`src/rtl/esd_pkg.sv`:
```
`timescale 1ns / 1ps
// Shared types and constants for the event stream decoder.
// No dependencies; every other file of the block imports this package.
package esd_pkg;

  // Command byte codes and class boundaries
  localparam logic [7:0] CMD_NOTE       = 8'h01;
  localparam logic [7:0] CMD_INSTRUMENT = 8'h02;
  localparam logic [7:0] CMD_VOLUME     = 8'h03;
  localparam logic [7:0] CMD_EFFECT     = 8'h04;
  localparam logic [7:0] CMD_PATTERN    = 8'h05;
  localparam logic [7:0] CMD_TRACK      = 8'h06;
  localparam logic [7:0] CMD_ROW        = 8'h41;
  localparam logic [7:0] CMD_LENGTH     = 8'h42;
  localparam logic [7:0] CMD_FX_DATA    = 8'h43;
  localparam logic [7:0] WORD_CMD_BASE  = 8'h40;
  localparam logic [7:0] SKIP4_CMD_BASE = 8'h7F;
  localparam logic [7:0] SKIPN_CMD_BASE = 8'hC0;
  localparam logic [15:0] SKIP4_COUNT   = 16'd4;

  // Effect codes that carry old-style pitch slides
  localparam logic [7:0] FX_SLIDE_E = 8'h45;
  localparam logic [7:0] FX_SLIDE_F = 8'h46;

  // Slide rescale: param * tpb / 24 = ((param * tpb) >> 3) / 3
  localparam int unsigned PROD_W     = 24;
  localparam int unsigned DIV8_SHIFT = 3;
  localparam int unsigned QUO_IN_W   = PROD_W - DIV8_SHIFT;
  localparam int unsigned DIV3_SHIFT = 22;
  // ceil(2^22 / 3): exact floor(x/3) for every x below 2^21
  localparam logic [20:0] DIV3_RECIP = 21'd1398102;

  // Configuration register indexes
  localparam logic CFG_TICKS_PER_BEAT    = 1'b0;
  localparam logic CFG_SLIDES_ON_SUBTICK = 1'b1;
  localparam logic [7:0] TPB_RESET = 8'd4;

  localparam int unsigned QUEUE_DEPTH_DEF = 2;

  typedef enum logic [2:0] {
    PH_CMD  = 3'd0,
    PH_BYTE = 3'd1,
    PH_WLO  = 3'd2,
    PH_WHI  = 3'd3,
    PH_LLO  = 3'd4,
    PH_LHI  = 3'd5,
    PH_SKIP = 3'd6
  } phase_t;

  typedef struct packed {
    logic [7:0] data_byte;
    logic       chunk_start;
  } in_item_t;

  typedef struct packed {
    logic [7:0]  pattern_index;
    logic [7:0]  track_index;
    logic [15:0] row_index;
    logic [7:0]  note_value;
    logic [7:0]  instrument;
    logic [7:0]  volume;
    logic [7:0]  effect_code;
    logic [15:0] note_length;
    logic [15:0] effect_param;
  } out_item_t;

  // Event as queued between parser and rescaler: raw effect data plus flag
  typedef struct packed {
    out_item_t item;
    logic      scale;
  } evt_t;

  typedef struct packed {
    logic [7:0] ticks_per_beat;
    logic       slides_on_subtick;
  } cfg_t;

endpackage

```
`src/rtl/esd_front.sv`:
```
`timescale 1ns / 1ps
// Byte parser: accepts chunk bytes, tracks parse phase and event state,
// and pushes one event per completed row command. Depends on esd_pkg.
module esd_front
  import esd_pkg::*;
(
  input  logic     clk,
  input  logic     rst_n,
  input  logic     in_valid,
  input  in_item_t in_item,
  output logic     in_stall,
  input  cfg_t     cfg,
  input  logic     q_full,
  output logic     push_valid,
  output evt_t     push_evt
);

  phase_t      phase_r, phase_nxt, e_phase;
  logic [7:0]  cmd_r, cmd_nxt, e_cmd;
  logic [7:0]  low_r, low_nxt, e_low;
  logic [15:0] skip_r, skip_nxt, e_skip;
  logic [7:0]  note_r, note_nxt, e_note;
  logic [7:0]  inst_r, inst_nxt, e_inst;
  logic [7:0]  vol_r, vol_nxt, e_vol;
  logic [7:0]  fx_r, fx_nxt, e_fx;
  logic [15:0] len_r, len_nxt, e_len;
  logic [15:0] fxp_r, fxp_nxt, e_fxp;
  logic [7:0]  pat_r, pat_nxt, e_pat;
  logic [7:0]  trk_r, trk_nxt, e_trk;
  logic        accept;
  logic        row_done;
  logic [7:0]  b;
  logic [15:0] word;
  logic [15:0] skip_dec;

  assign in_stall = q_full;
  assign accept   = in_valid && !q_full;
  assign b        = in_item.data_byte;

  // Chunk start clears running state before the byte is looked at
  always_comb begin
    if (in_item.chunk_start) begin
      e_phase = PH_CMD;
      e_cmd   = '0;
      e_low   = '0;
      e_skip  = '0;
      e_note  = '0;
      e_inst  = '0;
      e_vol   = '0;
      e_fx    = '0;
      e_len   = '0;
      e_fxp   = '0;
      e_pat   = '0;
      e_trk   = '0;
    end else begin
      e_phase = phase_r;
      e_cmd   = cmd_r;
      e_low   = low_r;
      e_skip  = skip_r;
      e_note  = note_r;
      e_inst  = inst_r;
      e_vol   = vol_r;
      e_fx    = fx_r;
      e_len   = len_r;
      e_fxp   = fxp_r;
      e_pat   = pat_r;
      e_trk   = trk_r;
    end
  end

  assign word     = {b, e_low};
  assign skip_dec = (e_skip != '0) ? e_skip - 16'd1 : e_skip;

  always_comb begin
    phase_nxt = e_phase;
    cmd_nxt   = e_cmd;
    low_nxt   = e_low;
    skip_nxt  = e_skip;
    note_nxt  = e_note;
    inst_nxt  = e_inst;
    vol_nxt   = e_vol;
    fx_nxt    = e_fx;
    len_nxt   = e_len;
    fxp_nxt   = e_fxp;
    pat_nxt   = e_pat;
    trk_nxt   = e_trk;
    row_done  = 1'b0;
    unique case (e_phase)
      PH_BYTE: begin
        unique case (e_cmd)
          CMD_NOTE:       note_nxt = b;
          CMD_INSTRUMENT: inst_nxt = b;
          CMD_VOLUME:     vol_nxt  = b;
          CMD_EFFECT:     fx_nxt   = b;
          CMD_PATTERN:    pat_nxt  = b;
          CMD_TRACK:      trk_nxt  = b;
          default: ;
        endcase
        phase_nxt = PH_CMD;
      end
      PH_WLO: begin
        low_nxt   = b;
        phase_nxt = PH_WHI;
      end
      PH_WHI: begin
        priority if (e_cmd == CMD_LENGTH) begin
          len_nxt = word;
        end else if (e_cmd == CMD_FX_DATA) begin
          fxp_nxt = word;
        end else if (e_cmd == CMD_ROW) begin
          row_done = 1'b1;
        end
        phase_nxt = PH_CMD;
      end
      PH_LLO: begin
        low_nxt   = b;
        phase_nxt = PH_LHI;
      end
      PH_LHI: begin
        skip_nxt  = word;
        phase_nxt = (word == '0) ? PH_CMD : PH_SKIP;
      end
      PH_SKIP: begin
        skip_nxt = skip_dec;
        if (skip_dec == '0) begin
          phase_nxt = PH_CMD;
        end
      end
      default: begin
        // expecting a command byte
        cmd_nxt = b;
        priority if (b < WORD_CMD_BASE) begin
          phase_nxt = PH_BYTE;
        end else if (b < SKIP4_CMD_BASE) begin
          phase_nxt = PH_WLO;
        end else if (b < SKIPN_CMD_BASE) begin
          skip_nxt  = SKIP4_COUNT;
          phase_nxt = PH_SKIP;
        end else begin
          phase_nxt = PH_LLO;
        end
      end
    endcase
  end

  assign push_valid                  = accept && row_done;
  assign push_evt.item.pattern_index = e_pat;
  assign push_evt.item.track_index   = e_trk;
  assign push_evt.item.row_index     = word;
  assign push_evt.item.note_value    = e_note;
  assign push_evt.item.instrument    = e_inst;
  assign push_evt.item.volume        = e_vol;
  assign push_evt.item.effect_code   = e_fx;
  assign push_evt.item.note_length   = e_len;
  assign push_evt.item.effect_param  = e_fxp;
  assign push_evt.scale = ((e_fx == FX_SLIDE_E) || (e_fx == FX_SLIDE_F)) &&
                          !cfg.slides_on_subtick;

  always_ff @(posedge clk) begin
    if (!rst_n) begin
      phase_r <= PH_CMD;
      cmd_r   <= '0;
      low_r   <= '0;
      skip_r  <= '0;
      note_r  <= '0;
      inst_r  <= '0;
      vol_r   <= '0;
      fx_r    <= '0;
      len_r   <= '0;
      fxp_r   <= '0;
      pat_r   <= '0;
      trk_r   <= '0;
    end else if (accept) begin
      phase_r <= phase_nxt;
      cmd_r   <= cmd_nxt;
      low_r   <= low_nxt;
      skip_r  <= skip_nxt;
      note_r  <= note_nxt;
      inst_r  <= inst_nxt;
      vol_r   <= vol_nxt;
      fx_r    <= fx_nxt;
      len_r   <= len_nxt;
      fxp_r   <= fxp_nxt;
      pat_r   <= pat_nxt;
      trk_r   <= trk_nxt;
    end
  end

  // Skip phase always has something left to skip
  a_skip_nonzero: assert property (@(posedge clk) disable iff (!rst_n)
    phase_r == PH_SKIP |-> skip_r != '0)
    else $error("skip phase with zero count");

  // Events only leave from the high byte of a row word
  a_push_phase: assert property (@(posedge clk) disable iff (!rst_n)
    push_valid |-> phase_r == PH_WHI && cmd_r == CMD_ROW && !in_item.chunk_start)
    else $error("event pushed outside a row word");

  // No byte is taken while the event queue is full
  a_no_push_full: assert property (@(posedge clk) disable iff (!rst_n)
    q_full |-> !push_valid)
    else $error("push into full queue");

endmodule

```
`src/rtl/esd_queue.sv`:
```
`timescale 1ns / 1ps
// Small register FIFO of parsed events between parser and rescaler.
// Depends on esd_pkg for the event type.
module esd_queue
  import esd_pkg::*;
#(
  parameter int unsigned DEPTH = QUEUE_DEPTH_DEF
) (
  input  logic clk,
  input  logic rst_n,
  input  logic push_valid,
  input  evt_t push_evt,
  output logic full,
  input  logic pop_ready,
  output logic pop_valid,
  output evt_t pop_evt
);

  localparam int unsigned PTR_W = (DEPTH > 1) ? $clog2(DEPTH) : 1;
  localparam int unsigned CNT_W = $clog2(DEPTH + 1);

  evt_t             mem_r [DEPTH];
  logic [PTR_W-1:0] wr_ptr_r, wr_ptr_nxt;
  logic [PTR_W-1:0] rd_ptr_r, rd_ptr_nxt;
  logic [CNT_W-1:0] cnt_r, cnt_nxt;
  logic             do_push, do_pop;

  assign full      = (cnt_r == CNT_W'(DEPTH));
  assign pop_valid = (cnt_r != '0);
  assign pop_evt   = mem_r[rd_ptr_r];
  assign do_push   = push_valid && !full;
  assign do_pop    = pop_ready && pop_valid;

  always_comb begin
    wr_ptr_nxt = wr_ptr_r;
    rd_ptr_nxt = rd_ptr_r;
    cnt_nxt    = cnt_r;
    if (do_push) begin
      wr_ptr_nxt = (wr_ptr_r == PTR_W'(DEPTH - 1)) ? '0 : wr_ptr_r + PTR_W'(1);
    end
    if (do_pop) begin
      rd_ptr_nxt = (rd_ptr_r == PTR_W'(DEPTH - 1)) ? '0 : rd_ptr_r + PTR_W'(1);
    end
    if (do_push && !do_pop) begin
      cnt_nxt = cnt_r + CNT_W'(1);
    end else if (do_pop && !do_push) begin
      cnt_nxt = cnt_r - CNT_W'(1);
    end
  end

  always_ff @(posedge clk) begin
    if (!rst_n) begin
      wr_ptr_r <= '0;
      rd_ptr_r <= '0;
      cnt_r    <= '0;
    end else begin
      wr_ptr_r <= wr_ptr_nxt;
      rd_ptr_r <= rd_ptr_nxt;
      cnt_r    <= cnt_nxt;
    end
  end

  always_ff @(posedge clk) begin
    if (do_push) begin
      mem_r[wr_ptr_r] <= push_evt;
    end
  end

  a_cnt_bound: assert property (@(posedge clk) disable iff (!rst_n)
    cnt_r <= CNT_W'(DEPTH))
    else $error("queue count above depth");

  a_cnt_up: assert property (@(posedge clk) disable iff (!rst_n)
    do_push && !do_pop |=> cnt_r == $past(cnt_r) + CNT_W'(1))
    else $error("queue count lost a push");

  a_cnt_down: assert property (@(posedge clk) disable iff (!rst_n)
    do_pop && !do_push |=> cnt_r == $past(cnt_r) - CNT_W'(1))
    else $error("queue count lost a pop");

endmodule

```
`src/rtl/esd_back.sv`:
```
`timescale 1ns / 1ps
// Rescaler and output stage: scales old slide data by tpb/24 in two
// multiply stages, then holds the result item. Depends on esd_pkg.
module esd_back
  import esd_pkg::*;
(
  input  logic      clk,
  input  logic      rst_n,
  input  cfg_t      cfg,
  input  logic      q_valid,
  input  evt_t      q_evt,
  output logic      q_ready,
  output logic      out_valid,
  output out_item_t out_item,
  input  logic      out_stall
);

  logic                       s1_v_r, s1_v_nxt;
  evt_t                       s1_evt_r;
  logic [PROD_W-1:0]          s1_prod_r;
  logic                       s2_v_r, s2_v_nxt;
  out_item_t                  s2_item_r, s2_item_nxt;
  logic                       out_v_r, out_v_nxt;
  out_item_t                  out_item_r;
  logic                       out_free, s2_rdy, s1_rdy;
  logic [QUO_IN_W+20:0]       quo_full;
  logic [15:0]                quo;

  assign out_free = !out_v_r || !out_stall;
  assign s2_rdy   = !s2_v_r || out_free;
  assign s1_rdy   = !s1_v_r || s2_rdy;
  assign q_ready  = s1_rdy;

  // floor(prod / 24): drop three bits, then divide by 3 by reciprocal
  assign quo_full = (QUO_IN_W+21)'(s1_prod_r[PROD_W-1:DIV8_SHIFT]) *
                    (QUO_IN_W+21)'(DIV3_RECIP);
  assign quo      = quo_full[DIV3_SHIFT +: 16];

  always_comb begin
    s2_item_nxt              = s1_evt_r.item;
    s2_item_nxt.effect_param = s1_evt_r.scale ? quo : s1_evt_r.item.effect_param;
  end

  always_comb begin
    s1_v_nxt  = s1_rdy ? q_valid : s1_v_r;
    s2_v_nxt  = s2_rdy ? s1_v_r : s2_v_r;
    out_v_nxt = out_free ? s2_v_r : out_v_r;
  end

  always_ff @(posedge clk) begin
    if (!rst_n) begin
      s1_v_r  <= 1'b0;
      s2_v_r  <= 1'b0;
      out_v_r <= 1'b0;
    end else begin
      s1_v_r  <= s1_v_nxt;
      s2_v_r  <= s2_v_nxt;
      out_v_r <= out_v_nxt;
    end
  end

  always_ff @(posedge clk) begin
    if (s1_rdy && q_valid) begin
      s1_evt_r  <= q_evt;
      s1_prod_r <= PROD_W'(q_evt.item.effect_param) * PROD_W'(cfg.ticks_per_beat);
    end
    if (s2_rdy && s1_v_r) begin
      s2_item_r <= s2_item_nxt;
    end
    if (out_free && s2_v_r) begin
      out_item_r <= s2_item_r;
    end
  end

  assign out_valid = out_v_r;
  assign out_item  = out_item_r;

  a_s1_hold: assert property (@(posedge clk) disable iff (!rst_n)
    s1_v_r && !s2_rdy |=> s1_v_r && $stable(s1_prod_r))
    else $error("stage 1 dropped a held event");

  a_s2_hold: assert property (@(posedge clk) disable iff (!rst_n)
    s2_v_r && !out_free |=> s2_v_r && $stable(s2_item_r))
    else $error("stage 2 dropped a held event");

  a_pop_room: assert property (@(posedge clk) disable iff (!rst_n)
    q_valid && q_ready |=> s1_v_r)
    else $error("popped event not captured");

endmodule

```
`src/rtl/event_stream_decoder_top.sv`:
```
`timescale 1ns / 1ps
// Top level of the event stream decoder: configuration registers, parser,
// event queue and rescaler. Depends on esd_pkg and the esd_* modules.
//
// The decoder takes one chunk byte per cycle while in_stall is low and
// parses it in the cycle it is accepted. A row command (0x41) completes on
// its high word byte and its event passes through the event queue, then two
// multiply stages that rescale old E/F slide data by ticks_per_beat/24 when
// slides_on_subtick is clear, then the output register. Parsed events wait
// in a QUEUE_DEPTH-entry queue, so output stall reaches the input only once
// that queue is full. Write configuration only while no event is in flight.
module event_stream_decoder_top
  import esd_pkg::*;
#(
  parameter int unsigned QUEUE_DEPTH = QUEUE_DEPTH_DEF
) (
  input  logic      clk,
  input  logic      rst_n,
  input  logic      in_valid,
  input  in_item_t  in_item,
  output logic      in_stall,
  output logic      out_valid,
  output out_item_t out_item,
  input  logic      out_stall,
  input  logic      cfg_we,
  input  logic      cfg_index,
  input  logic [7:0] cfg_wdata
);

  cfg_t cfg_r, cfg_nxt;
  logic push_valid, q_full, q_valid, q_ready;
  evt_t push_evt, q_evt;

  always_comb begin
    cfg_nxt = cfg_r;
    if (cfg_we) begin
      unique case (cfg_index)
        CFG_TICKS_PER_BEAT:    cfg_nxt.ticks_per_beat    = cfg_wdata;
        CFG_SLIDES_ON_SUBTICK: cfg_nxt.slides_on_subtick = cfg_wdata[0];
      endcase
    end
  end

  always_ff @(posedge clk) begin
    if (!rst_n) begin
      cfg_r.ticks_per_beat    <= TPB_RESET;
      cfg_r.slides_on_subtick <= 1'b0;
    end else begin
      cfg_r <= cfg_nxt;
    end
  end

  esd_front u_front (
    .clk        (clk),
    .rst_n      (rst_n),
    .in_valid   (in_valid),
    .in_item    (in_item),
    .in_stall   (in_stall),
    .cfg        (cfg_r),
    .q_full     (q_full),
    .push_valid (push_valid),
    .push_evt   (push_evt)
  );

  esd_queue #(
    .DEPTH (QUEUE_DEPTH)
  ) u_queue (
    .clk        (clk),
    .rst_n      (rst_n),
    .push_valid (push_valid),
    .push_evt   (push_evt),
    .full       (q_full),
    .pop_ready  (q_ready),
    .pop_valid  (q_valid),
    .pop_evt    (q_evt)
  );

  esd_back u_back (
    .clk       (clk),
    .rst_n     (rst_n),
    .cfg       (cfg_r),
    .q_valid   (q_valid),
    .q_evt     (q_evt),
    .q_ready   (q_ready),
    .out_valid (out_valid),
    .out_item  (out_item),
    .out_stall (out_stall)
  );

endmodule
```
`config.mk`:
```
export PLATFORM = sky130hd
export DESIGN_NAME = event_stream_decoder_top
export DESIGN_NICKNAME = d
export VERILOG_FILES = /design/src/rtl/esd_pkg.sv /design/src/rtl/esd_front.sv /design/src/rtl/esd_queue.sv /design/src/rtl/esd_back.sv /design/src/rtl/event_stream_decoder_top.sv
export SDC_FILE = /design/constraint.sdc
export NUM_CORES = 1
export LEC_CHECK = 0
export BUFFER_PORTS_ARGS = -buffer_cell sky130_fd_sc_hd__buf_2
export CAP_MARGIN = 20
export CORE_MARGIN = 1
export CORE_UTILIZATION = 55
export DETAILED_ROUTE_END_ITERATION = 10
export PLACE_DENSITY = 0.79
export SLEW_MARGIN = 5
export SYNTH_ARGS = -nofsm -noshare
export SYNTH_HDL_FRONTEND = slang
export SYNTH_SLANG_ARGS = --single-unit
```
`constraint.sdc`:
```
create_clock -name clk -period 27.1 [get_ports clk]
set_input_delay 1.355 -clock clk [delete_from_list [all_inputs] [get_ports clk]]
set_output_delay 1.355 -clock clk [all_outputs]
set_load 0.03 [all_outputs]
```
==> impl_metrics.csv <==
group,metric,value,unit
finish,final_cells,3551,
synthesis,synth_area_leaders,"edfxtp_1 45%, fa_1 13%, ha_1 8.0%",
global_routing,antenna_found_initial,1,
die,dieArea,62800,um^2
drt,first_iter_violations,1586,
sta,finalSetupViolations,0,
critical_path,crit_top_cell,"fa_1",
global_routing,grt_pass1_wl,113000,um
die,start_util,56.0,%
die,die_x,251,um
drt,drt_pass1_iterations,5,
drt,wire_per_inst,20.3,um
sta,finalHoldViolCount,0,
critical_path,setup.worst_path.end_class,"flop",
drt,viasPerCell,5.64,
clock_network,path_clk_slew,0.05,ns
synthesis,synthesis.area,34000,um^2
sta,fin_skew,0.0245,ns
finish,drive_above_1_share,13.9,%
global_routing,overflow,0,
global_routing,grt_max_degree,90,
synthesis,yosysWarnings,0,
critical_path,cpLargestDelayFamily,"adder cells",
die,core_region_area,60700,um^2
sta,finalCriticalPeriod,6.72,ns
critical_path,startpoint,"u_back.s1_prod_r[4]",
clock_network,postCtsHoldBufs,0,
clock_network,clk_path_buf_depth,3,
finish,area_growth,10.5,%
critical_path,cpPeakStageDelay,0.52,ns
clock_network,cts_resized,0,
synthesis,synth_top_family_by_area,"adder cells",
global_routing,grt_pass1_vias,21100,
drt,wirelength,72200,um
synthesis,yosysMostFrequentCell,"edfxtp_1",
clock_network,clockRootBuffer,"clkbuf_16",
drt,drc_errors,0,
sta,post-route-period-util,24.8,%
placement,dp.final_hpwl,51400,um
sta,rsz0062_at_grt,"false",
critical_path,critPathKind,"flop to flop",
sta,setup_tns,0,ns
clock_network,cts_buffers,66,
clock_network,clk_latency,0.61,ns
finish,layout.nets,3184,
clock_network,post_cts_buffers,0,
critical_path,reg2reg_from,"u_back.s1_prod_r[4]",
die,io_pins,121,
clock_network,tritoncts,"yes",
die,die_y,251,um
drt,num_vias,20000,
synthesis,yosys.area_share.simple,9.67,%
synthesis,synth.distinct_cells,86,
critical_path,cp-start-kind,"flop",
placement,port_buffers,120,
clock_network,cts_sinks,636,
synthesis,synth-compound-area-share,6.98,%
synthesis,synth_cells,2598,
min_path,hp-start,"u_back.s2_item_r[20]",
sta,worst_pin_slew,1.04,ns
critical_path,crit_chain,"ha_1, xor2_1, ha_1, inv_1, fa_1, inv_1, fa_1, fa_1, fa_1, inv_1, fa_1, inv_1, ha_1, a211oi_1, o21ai_1, or2_1, and3_1, a211oi_1, a21boi_0, or3_1, a31o_1",
clock_network,htree_levels,3,
flow_run,drv_cap,0,
critical_path,critPathBufInv,4,
finish,n_antenna_cell,0,
synthesis,async_reset_ff_share,0,%
sta,final_max_slew_viol_count,0,
synthesis,synth-seq-cells,636,
synthesis,yosys.area_share.adder,21.3,%
synthesis,synth_common_cells,"504 x edfxtp_1, 330 x inv_1, 226 x fa_1, 216 x ha_1, 201 x nor2b_1",
synthesis,yosysSeqAreaShare,52.3,%
synthesis,synth_top_area_cell,"edfxtp_1",
die,rows,90,
synthesis,synth_area_per_cell,13.1,um^2
drt,postRouteAntennaNets,0,
critical_path,rr_worst_depth,21,
synthesis,ys.flop_type,"edfxtp_1",
critical_path,path_max_fanout,7,
synthesis,synth_edf_count,504,
critical_path,cp_data_arrival_time,7.05,ns
sta,fmaxAchievable,149,MHz
sta,slew_headroom,30.1,%
synthesis,synth_nets,3063,
placement,dp.cells,3428,
min_path,min_path_type,"flop to flop",
critical_path,cp_num_cells,21,
critical_path,cp_slowest_cell,"edfxtp_1",
synthesis,synth.top_cell.area_share,44.5,%
critical_path,critPathRequiredTime,27.44,ns
synthesis,synth_xor_area_share,1.52,%
global_routing,track_usage,23.2,%
run_status,status,"completed",
placement,gp_congestion,0.945,
min_path,hold_path_depth,0,
synthesis,synthMuxAreaShare,3.60,%
-- path summary, 6_finish.rpt --
kind | end | slack [ns]
min reg2reg | u_back.out_item[20] | 0.41
max reg2reg | u_back.s2_item_r[11] | 20.38
min | u_back.out_item[20] | 0.41
max | u_back.s2_item_r[11] | 20.38
-- registers in the layout, summed over array words and instances, names as in the netlist, 9 cells and up, named ones only --
register          count
cfg_r                 9
u_back.out_item      96
u_back.s1_evt_r      97
u_back.s1_prod_r     21
u_back.s2_item_r     96
u_front.fxp_r        16
u_front.len_r        16
u_front.skip_r       16
u_queue.mem_r       194
-- per-layer routing --
layer,vias to the layer above,share of wire [%],track usage (%)
li1,9215,-,-
met1,10000,43,30.8
met2,646,48,38.1
met3,140,6.2,4.83
met4,0,3.0,8.01
met5,-,0,0
-- stage by stage --
step / utilization [%] / hold slack, ns / worst slack, ns / area [um^2]
2_1_floorplan: - / 0.400 / 17.20 / 34000
3_3_place_gp: 58.3 / 0.401 / 20.48 / 35400
3_5_place_dp: 58.3 / 0.405 / 20.39 / 35400
4_1_cts: 61.7 / 0.414 / 20.41 / 37500
5_1_grt: 61.9 / 0.422 / 20.05 / 37500
6_report: 61.9 / 0.414 / 20.38 / 37500
-- final cells by class --
type / count / area (um^2)
clock buffer: 89 / 1820
multi-input combinational: 1545 / 14700
clock inverter: 29 / 283
tap: 782 / 978
inverter: 330 / 1240
fill: 4439 / 23100
sequential: 636 / 17800
timing repair buffer: 140 / 791
-- cells in the final DEF, fill, tap and decap left out, types with 7 or more instances in the layout --
| cell | instances |
|---|---|
| nor3_1 | 22 |
| a22oi_2 | 10 |
| a22oi_1 | 87 |
| nor2_1 | 72 |
| fa_1 | 226 |
| xor2_1 | 22 |
| or3_1 | 9 |
| nand4_1 | 9 |
| buf_4 | 18 |
| xnor2_1 | 37 |
| a211oi_1 | 10 |
| buf_2 | 119 |
| mux2_2 | 105 |
| clkbuf_1 | 18 |
| a21boi_0 | 20 |
| nand2_1 | 155 |
| and3_1 | 7 |
| clkbuf_16 | 69 |
| nand3_1 | 18 |
| a21oi_1 | 47 |
| edfxtp_1 | 504 |
| a21o_1 | 15 |
| inv_1 | 329 |
| ha_1 | 216 |
| and2_1 | 65 |
| nor2b_1 | 200 |
| o21ai_0 | 47 |
| clkinv_2 | 9 |
| nand2b_1 | 9 |
| o21ai_1 | 11 |
| dfxtp_1 | 131 |
-- kinds of logic after synthesis --
kind of cell / Yosys count
DFF: 636
and+or+nand+nor: 609
adders and majority gates: 442
buffers and inverters: 417
AOI/OAI and AO/OA: 326
muxes: 109
xor gates and xnor gates: 59
Power is left out: the tool's default activity adds up to more than one toggle a clock period on the data nets, which glitch-free logic cannot reach.
